===== src/gsm7u_pkg.sv =====
`timescale 1ns / 1ps
// Shared types, constants and character tables for the GSM 7-bit text unpacker.
// No dependencies; imported by every module of the block.
package gsm7u_pkg;

    localparam logic [6:0] ESCAPE_SEPTET  = 7'h1B;
    localparam logic [6:0] PADDING_SEPTET = 7'h00;
    localparam logic [2:0] LAST_PHASE     = 3'd6;
    localparam logic [15:0] SPACE_CODE    = 16'h0020;

    // How the back end maps a septet
    typedef enum logic [1:0] {
        KIND_DEFAULT = 2'd0,
        KIND_EXT     = 2'd1,
        KIND_SPACE   = 2'd2
    } gsm7u_kind_t;

    // One queue word: the characters produced by one packed byte
    typedef struct packed {
        logic [6:0]  sept0;
        gsm7u_kind_t kind0;
        logic [6:0]  sept1;
        gsm7u_kind_t kind1;
        logic [1:0]  count;      // 0 means an empty end marker
        logic        final_flag;
    } gsm7u_entry_t;

    localparam logic [15:0] LOW_CHARS [32] = '{
        16'h0040, 16'h00A3, 16'h0024, 16'h00A5, 16'h00E8, 16'h00E9, 16'h00F9, 16'h00EC,
        16'h00F2, 16'h00C7, 16'h000A, 16'h00D8, 16'h00F8, 16'h000D, 16'h00C5, 16'h00E5,
        16'h0394, 16'h005F, 16'h03A6, 16'h0393, 16'h039B, 16'h03A9, 16'h03A0, 16'h03A8,
        16'h03A3, 16'h0398, 16'h039E, 16'hFFFF, 16'h00C6, 16'h00E6, 16'h00DF, 16'h00C9
    };

    // Default alphabet
    function automatic logic [15:0] default_char(input logic [6:0] s);
        logic [15:0] code;
        case (s) inside
            [7'h00:7'h1F]: code = LOW_CHARS[s[4:0]];
            7'h24:         code = 16'h00A4;
            7'h40:         code = 16'h00A1;
            7'h5B:         code = 16'h00C4;
            7'h5C:         code = 16'h00D6;
            7'h5D:         code = 16'h00D1;
            7'h5E:         code = 16'h00DC;
            7'h5F:         code = 16'h00A7;
            7'h60:         code = 16'h00BF;
            7'h7B:         code = 16'h00E4;
            7'h7C:         code = 16'h00F6;
            7'h7D:         code = 16'h00F1;
            7'h7E:         code = 16'h00FC;
            7'h7F:         code = 16'h00E0;
            default:       code = {9'd0, s};
        endcase
        return code;
    endfunction

    // Extension table; zero marks a blank entry
    function automatic logic [15:0] ext_char(input logic [6:0] s);
        logic [15:0] code;
        case (s)
            7'h0A:   code = 16'h000C;
            7'h14:   code = 16'h005E;
            7'h28:   code = 16'h007B;
            7'h29:   code = 16'h007D;
            7'h2F:   code = 16'h005C;
            7'h3C:   code = 16'h005B;
            7'h3D:   code = 16'h007E;
            7'h3E:   code = 16'h005D;
            7'h40:   code = 16'h007C;
            7'h65:   code = 16'h20AC;
            default: code = 16'h0000;
        endcase
        return code;
    endfunction

endpackage


===== src/gsm7u_front.sv =====
`timescale 1ns / 1ps
// Front end: takes packed bytes, cuts septets, tracks escapes and padding, and pushes
// one classified word for each byte that gives a character or closes a message.
// Uses gsm7u_pkg.
module gsm7u_front
    import gsm7u_pkg::*;
(
    input  logic         clk,
    input  logic         rst_n,
    input  logic [7:0]   packed_byte,
    input  logic         final_byte,
    input  logic         in_valid,
    output logic         in_ready,
    input  logic         fifo_full,
    output logic         push_valid,
    output gsm7u_entry_t push_entry
);

    logic [5:0]  bit_store_reg, bit_store_next;
    logic [2:0]  bits_held_reg, bits_held_next;
    logic        escape_pending_reg, escape_pending_next;

    logic        accept;
    logic [13:0] store_w;
    logic [6:0]  s0, s1;
    logic        two_septets;
    logic        emit0, emit1, esc_mid, esc_end;
    gsm7u_kind_t kind0, kind1;

    assign in_ready = !fifo_full;
    assign accept   = in_valid && in_ready;

    // Join leftover bits with the new byte, oldest bit at the bottom
    assign store_w     = {8'd0, bit_store_reg} | ({6'd0, packed_byte} << bits_held_reg);
    assign s0          = store_w[6:0];
    assign s1          = store_w[13:7];
    assign two_septets = (bits_held_reg == LAST_PHASE);

    // Escape handling over the one or two septets of this byte
    always_comb
    begin
        emit0   = 1'b1;
        kind0   = KIND_DEFAULT;
        esc_mid = 1'b0;
        if (escape_pending_reg)
        begin
            kind0 = (s0 == ESCAPE_SEPTET) ? KIND_SPACE : KIND_EXT;
        end
        else if (s0 == ESCAPE_SEPTET)
        begin
            emit0   = 1'b0;
            esc_mid = 1'b1;
        end

        emit1   = 1'b0;
        kind1   = KIND_DEFAULT;
        esc_end = esc_mid;
        // second septet, unless it is the padding septet at the end
        if (two_septets && !(final_byte && s1 == PADDING_SEPTET))
        begin
            emit1   = 1'b1;
            esc_end = 1'b0;
            if (esc_mid)
            begin
                kind1 = (s1 == ESCAPE_SEPTET) ? KIND_SPACE : KIND_EXT;
            end
            else if (s1 == ESCAPE_SEPTET)
            begin
                emit1   = 1'b0;
                esc_end = 1'b1;
            end
        end
    end

    // Pack characters into the low slot first
    always_comb
    begin
        push_entry.final_flag = final_byte;
        push_entry.count      = {1'b0, emit0} + {1'b0, emit1};
        if (emit0)
        begin
            push_entry.sept0 = s0;
            push_entry.kind0 = kind0;
        end
        else
        begin
            push_entry.sept0 = s1;
            push_entry.kind0 = kind1;
        end
        push_entry.sept1 = s1;
        push_entry.kind1 = kind1;
    end

    assign push_valid = accept && (emit0 || emit1 || final_byte);

    // Stream state; the end of a message returns it to reset values
    always_comb
    begin
        bit_store_next      = bit_store_reg;
        bits_held_next      = bits_held_reg;
        escape_pending_next = escape_pending_reg;
        if (accept)
        begin
            if (final_byte)
            begin
                bit_store_next      = '0;
                bits_held_next      = '0;
                escape_pending_next = 1'b0;
            end
            else
            begin
                bit_store_next      = two_septets ? 6'd0 : store_w[12:7];
                bits_held_next      = two_septets ? 3'd0 : bits_held_reg + 3'd1;
                escape_pending_next = esc_end;
            end
        end
    end

    always_ff @(posedge clk or negedge rst_n)
    begin
        if (!rst_n)
        begin
            bit_store_reg      <= '0;
            bits_held_reg      <= '0;
            escape_pending_reg <= 1'b0;
        end
        else
        begin
            bit_store_reg      <= bit_store_next;
            bits_held_reg      <= bits_held_next;
            escape_pending_reg <= escape_pending_next;
        end
    end

endmodule


===== src/gsm7u_fifo.sv =====
`timescale 1ns / 1ps
// Two-word queue between the front and back ends.
// Uses gsm7u_pkg for the word layout.
module gsm7u_fifo
    import gsm7u_pkg::*;
(
    input  logic         clk,
    input  logic         rst_n,
    input  logic         push_valid,
    input  gsm7u_entry_t push_entry,
    output logic         full,
    input  logic         pop,
    output logic         head_valid,
    output gsm7u_entry_t head_entry
);

    gsm7u_entry_t slots_reg [2];
    logic         wptr_reg, wptr_next;
    logic         rptr_reg, rptr_next;
    logic [1:0]   count_reg, count_next;
    logic         do_push, do_pop;

    assign full       = (count_reg == 2'd2);
    assign head_valid = (count_reg != 2'd0);
    assign head_entry = slots_reg[rptr_reg];
    assign do_push    = push_valid && !full;
    assign do_pop     = pop && head_valid;

    // Pointer and fill bookkeeping
    always_comb
    begin
        wptr_next  = do_push ? ~wptr_reg : wptr_reg;
        rptr_next  = do_pop ? ~rptr_reg : rptr_reg;
        count_next = count_reg + {1'b0, do_push} - {1'b0, do_pop};
    end

    always_ff @(posedge clk or negedge rst_n)
    begin
        if (!rst_n)
        begin
            wptr_reg  <= 1'b0;
            rptr_reg  <= 1'b0;
            count_reg <= 2'd0;
        end
        else
        begin
            wptr_reg  <= wptr_next;
            rptr_reg  <= rptr_next;
            count_reg <= count_next;
        end
    end

    // Storage words
    always_ff @(posedge clk)
    begin
        if (do_push)
        begin
            slots_reg[wptr_reg] <= push_entry;
        end
    end

endmodule


===== src/gsm7u_back.sv =====
`timescale 1ns / 1ps
// Back end: maps queued septets to code points and drives the output register,
// one word per cycle unless out_ready stalls it; gsm7u_pkg gives tables and layout.
module gsm7u_back
    import gsm7u_pkg::*;
(
    input  logic         clk,
    input  logic         rst_n,
    input  logic         head_valid,
    input  gsm7u_entry_t head_entry,
    output logic         pop,
    output logic [15:0]  char_code,
    output logic         has_char,
    output logic         end_of_message,
    output logic         last_in_run,
    output logic         out_valid,
    input  logic         out_ready
);

    logic        out_valid_reg, out_valid_next;
    logic [15:0] char_code_reg;
    logic        has_char_reg, end_of_message_reg, last_in_run_reg;
    logic        sub_reg, sub_next;

    logic        emit, is_last, is_marker;
    logic [6:0]  sel_sept;
    gsm7u_kind_t sel_kind;
    logic [15:0] ext_code, map_code;

    assign is_marker = (head_entry.count == 2'd0);
    assign is_last   = (head_entry.count != 2'd2) || sub_reg;
    assign emit      = head_valid && (!out_valid_reg || out_ready);
    assign pop       = emit && is_last;

    // Character lookup for the current slot
    assign sel_sept = sub_reg ? head_entry.sept1 : head_entry.sept0;
    assign sel_kind = sub_reg ? head_entry.kind1 : head_entry.kind0;
    assign ext_code = ext_char(sel_sept);

    always_comb
    begin
        case (sel_kind)
            KIND_SPACE: map_code = SPACE_CODE;
            KIND_EXT:   map_code = (ext_code != 16'h0000) ? ext_code
                                                          : default_char(sel_sept);
            default:    map_code = default_char(sel_sept);
        endcase
    end

    always_comb
    begin
        sub_next       = sub_reg;
        out_valid_next = out_valid_reg;
        if (emit)
        begin
            sub_next       = !is_last;
            out_valid_next = 1'b1;
        end
        else if (out_ready)
        begin
            out_valid_next = 1'b0;
        end
    end

    always_ff @(posedge clk or negedge rst_n)
    begin
        if (!rst_n)
        begin
            out_valid_reg <= 1'b0;
            sub_reg       <= 1'b0;
        end
        else
        begin
            out_valid_reg <= out_valid_next;
            sub_reg       <= sub_next;
        end
    end

    // Output word register
    always_ff @(posedge clk)
    begin
        if (emit)
        begin
            char_code_reg      <= is_marker ? 16'h0000 : map_code;
            has_char_reg       <= !is_marker;
            end_of_message_reg <= is_last && head_entry.final_flag;
            last_in_run_reg    <= is_last;
        end
    end

    assign out_valid      = out_valid_reg;
    assign char_code      = char_code_reg;
    assign has_char       = has_char_reg;
    assign end_of_message = end_of_message_reg;
    assign last_in_run    = last_in_run_reg;

    // An empty word only ever closes a message
    a_marker_closes: assert property (@(posedge clk) disable iff (!rst_n)
        out_valid_reg && !has_char_reg |-> end_of_message_reg && last_in_run_reg)
        else $error("empty word without end of message");

    a_eom_is_last: assert property (@(posedge clk) disable iff (!rst_n)
        out_valid_reg && end_of_message_reg |-> last_in_run_reg)
        else $error("end of message not on last word of a byte");

    // Half-way through a two-character byte, its queue word must still be there
    a_second_slot_held: assert property (@(posedge clk) disable iff (!rst_n)
        sub_reg |-> head_valid && head_entry.count == 2'd2)
        else $error("second character pending without a queue word");

endmodule


===== src/gsm7_packed_text_unpacker.sv =====
`timescale 1ns / 1ps
// GSM 7-bit packed text unpacker. One packed byte is taken per cycle while the
// two-word queue behind the front end has room; each byte gives zero, one or two
// 16-bit code points, and the back end delivers one word per cycle from its
// output register while out_ready does not stall it. The sustained byte rate is
// set by the single output register of the back end. The end of a message
// clears leftover bits and any pending escape. Uses gsm7u_pkg.
module gsm7_packed_text_unpacker
    import gsm7u_pkg::*;
(
    input  logic        clk,
    input  logic        rst_n,
    input  logic [7:0]  packed_byte,
    input  logic        final_byte,
    input  logic        in_valid,
    output logic        in_ready,
    output logic [15:0] char_code,
    output logic        has_char,
    output logic        end_of_message,
    output logic        last_in_run,
    output logic        out_valid,
    input  logic        out_ready
);

    logic         fifo_full, push_valid, head_valid, pop;
    gsm7u_entry_t push_entry, head_entry;

    gsm7u_front u_front (
        .clk        (clk),
        .rst_n      (rst_n),
        .packed_byte(packed_byte),
        .final_byte (final_byte),
        .in_valid   (in_valid),
        .in_ready   (in_ready),
        .fifo_full  (fifo_full),
        .push_valid (push_valid),
        .push_entry (push_entry)
    );

    gsm7u_fifo u_fifo (
        .clk        (clk),
        .rst_n      (rst_n),
        .push_valid (push_valid),
        .push_entry (push_entry),
        .full       (fifo_full),
        .pop        (pop),
        .head_valid (head_valid),
        .head_entry (head_entry)
    );

    gsm7u_back u_back (
        .clk           (clk),
        .rst_n         (rst_n),
        .head_valid    (head_valid),
        .head_entry    (head_entry),
        .pop           (pop),
        .char_code     (char_code),
        .has_char      (has_char),
        .end_of_message(end_of_message),
        .last_in_run   (last_in_run),
        .out_valid     (out_valid),
        .out_ready     (out_ready)
    );

endmodule

===== config.mk =====
export PLATFORM = sky130hd
export DESIGN_NAME = gsm7_packed_text_unpacker
export DESIGN_NICKNAME = d
export VERILOG_FILES = /design/src/gsm7u_pkg.sv /design/src/gsm7u_front.sv /design/src/gsm7u_fifo.sv /design/src/gsm7u_back.sv /design/src/gsm7_packed_text_unpacker.sv
export SDC_FILE = /design/constraint.sdc
export NUM_CORES = 1
export LEC_CHECK = 0
export BUFFER_PORTS_ARGS = -buffer_cell sky130_fd_sc_hd__buf_4
export CAP_MARGIN = 20
export CORE_UTILIZATION = 52
export CTS_CLUSTER_DIAMETER = 60
export DETAILED_ROUTE_END_ITERATION = 10
export PLACE_DENSITY = 0.73
export SLEW_MARGIN = 0
export SYNTH_ARGS = -nofsm -noshare
export SYNTH_HDL_FRONTEND = slang
export SYNTH_HIERARCHICAL = 1
export SYNTH_SLANG_ARGS = --single-unit

===== constraint.sdc =====
create_clock -name clk -period 3.33 [get_ports clk]
set_input_delay 0.666 -clock clk [delete_from_list [all_inputs] [get_ports clk]]
set_output_delay 0.666 -clock clk [all_outputs]
set_load 0.03 [all_outputs]

==> impl_metrics.toml <==
[timing]
relSlewSlack_pct = 58.3
hold_viol_final = 0
setup_viol = 0
worstMarginPinSlew_ns = 0.623
min_period_over_period_pct = 94.2
fmax_mhz = 319
finalCriticalPeriod_ns = 3.14
drv_slew = 0
rsz0062_at_grt = "false"
whs_ns = 0.175
fin_setup_tns_ns = 0
fin_skew_ns = 0.0109

[drt]
vias_per_cell = 6.27
final_antenna_net_count = 0
drt_iter0_drc = 448
first_pass_iters = 5
drt-wirelength-per-cell_um = 18.9
wirelength_um = 12900
vias = 4272
drc = 0

[global_route]
grt_pass1_vias = 4227
track_usage_pct = 27.1
antenna_found_initial = 0
grt_max_degree = 30
grt-ovfl-total = 0
grt_pass1_wl_um = 20800

[final_layout]
fin_area_um2 = 5790
drive_gt1_share_pct = 27.2
n_antenna_cell = 0
final_nets = 574
seqCellArea_um2 = 2080
multi_input_area_um2 = 2700
nFillCells = 764
largest_reg_flops = 42
area_growth_pct = 14.8

[critical_path]
crit_arrival_ns = 3.31
crit_fanout = 10
crit_required_ns = 3.50
critPathMaxStageDelay_ns = 0.46
cp-start-kind = "flip-flop"
cp_slowest_cell = "dfrtp_1"
path_common_cell = "inv_1"
path_cells = "mux2_2 -> mux2i_4 -> inv_1 -> ha_1 -> inv_1 -> nor3_1 -> a21o_1 -> a2111o_1 -> o31ai_4 -> nand2_4 -> a2111oi_4"
crit_type = "reg2reg"
end_kind = "flip-flop"

[cts]
h-tree-depth = 3
cts_buffer_depth = 2
cts_tree = "done"
ctsRootBufferMaster = "clkbuf_8"
clkTransAtPathRegs_ns = 0.09
holdBufCountCts = 0
numCtsBuffers = 9
cts_sinks = 72
clk-insertion-delay-late_ns = 0.34

[synthesis]
synth-async-reset-ratio_pct = 22.2
avgSynthCellArea_um2 = 10.2
syn_inst = 494
netlist_area_um2 = 5050
synth_nets = 521
ys_seq_area_share_pct = 41.2
ys_warn_count = 6
yosysUniqueCellTypes = 89
synth_edf_count = 56
synth-seq-cells = 72
synth-main-ff-cell = "edfxtp_1"

[die]
initial_utilization_pct = 54.1
die_area_um2 = 10100
die_w_um = 101
num_io_pins = 34
core_region_area_um2 = 9330
row_count = 35
die_y_um = 101

[placement]
gp_congestion = 0.948
portBuffers = 33
dp_hpwl_um = 9690
place_area_um2 = 5580

[status]
outcome = "finished clean"

[min_path]
hold_path.class = "in2async"

[power_and_ir_drop]
leakagePower_nw = 2.21
power_mw = 6.32
ir_worst_vdd_mv = 0.615
powerDensity_nw_per_um2 = 1090

[run]
cap_violations = 0
-- kinds of logic after synthesis --
logic type	after synthesis	share of synthesized area (%)
compound gates	154	21.4
simple gates	146	15.6
flops	72	41.2
buf+inv	56	5.80
mux	46	11.4
fa+ha+maj	14	3.47
xor+xnor	6	1.04
-- metal layers --
layer	track usage [%]	vias to the layer above	wire, µm
met5	0	-	0
met3	5.41	31	921
met4	12.8	0	340
met2	45.5	212	6340
met1	33.5	2036	5300
li1	-	1993	-
-- worst max-delay path: cells and delay by family, from the launching register on --
family / cells / cell delay [ns]
fa+ha+maj: 1 / 0.20
buf+inv: 2 / 0.25
compound gates: 4 / 1.18
mux: 2 / 0.59
flops: 1 / 0.46
simple gates: 2 / 0.28
-- where the power goes --
| part | switching [mW] | total (mW) | internal, mW |
|---|---|---|---|
| Sequential | 0.141 | 1.53 | 1.39 |
| Combinational | 2.48 | 4.10 | 1.61 |
| Clock | 0.348 | 0.701 | 0.354 |
| Total | 2.97 | 6.32 | 3.35 |
-- cells in the mapped netlist, types with 3 or more instances --
cell,number,area [µm²]
a21oi_1,24,120
mux2i_1,10,100
or2_2,3,18.8
mux2_2,30,338
ha_1,14,175
xnor2_1,5,43.8
nand3_1,5,25.0
nor3_1,14,70.1
a211oi_1,7,52.6
nand2b_1,10,62.6
nor3b_1,5,37.5
nor2_1,29,109
o22ai_1,7,43.8
a221o_1,6,60.1
clkbuf_1,11,41.3
edfxtp_1,56,1680
and3_1,4,25.0
buf_6,3,33.8
o21ai_0,44,220
and2b_2,3,26.3
inv_1,26,97.6
o31a_1,3,26.3
a31oi_1,12,75.1
nand2_1,43,161
a2bb2oi_1,3,26.3
o31ai_1,5,37.5
mux4_2,3,67.6
buf_4,9,67.6
o211ai_1,6,45.0
a221oi_1,3,26.3
and2_1,3,18.8
dfrtp_1,16,400
-- cell usage in the layout (no fill, tap or decap), types with 10 or more instances in the layout --
master	netlist	layout
a21oi_1	24	24
a31oi_1	12	12
buf_4	9	68
dfrtp_1	16	16
edfxtp_1	56	56
ha_1	14	14
inv_1	26	26
mux2_2	30	30
nand2_1	43	43
nand2b_1	10	10
nor2_1	29	29
nor3_1	14	14
o21ai_0	44	43
-- what timing repair did --
item / in CTS / in global routing
setup buffers: 0 / 0
endpoints found under the setup margin: 0 / 5
resized for setup: 0 / 4
-- path summary, 6_finish.rpt --
| path | end | cells after the start | slack, ns | from |
|---|---|---|---|---|
| worst min-delay path | u_back/out_valid | 1 | 0.18 | rst_n |
| worst max-delay path | u_back/char_code[9] | 11 | 0.19 | u_fifo/rptr_reg |
| min in group clk | u_front/bit_store_reg[5] | 2 | 0.50 | u_front/bit_store_reg[5] |
| max in group asynchronous | u_front/bit_store_reg[2] | 1 | 2.96 | rst_n |
| worst max register to register | u_back/char_code[9] | 11 | 0.19 | u_fifo/rptr_reg |
| worst min register to register | u_front/bit_store_reg[5] | 2 | 0.50 | u_front/bit_store_reg[5] |
-- stage by stage --
step,std cells,utilization [%],setup WS (ns)
4_1_cts,681,62.0,0.153
2_1_floorplan,494,-,0.0763
5_1_grt,681,62.1,0.0152
6_report,681,62.1,0.193
3_5_place_dp,665,59.8,0.0862
3_3_place_gp,665,59.8,0.162
-- layout make-up --
cell class / instances / share of cell area [%]
multi-input combinational: 366 / 46.6
inverter: 28 / 1.86
clock inverter: 7 / 1.34
timing repair buffer: 70 / 9.35
tap: 129 / 2.79
sequential: 72 / 35.9
clock buffer: 9 / 2.14
Note: power is estimated with default switching activity, not from simulation.
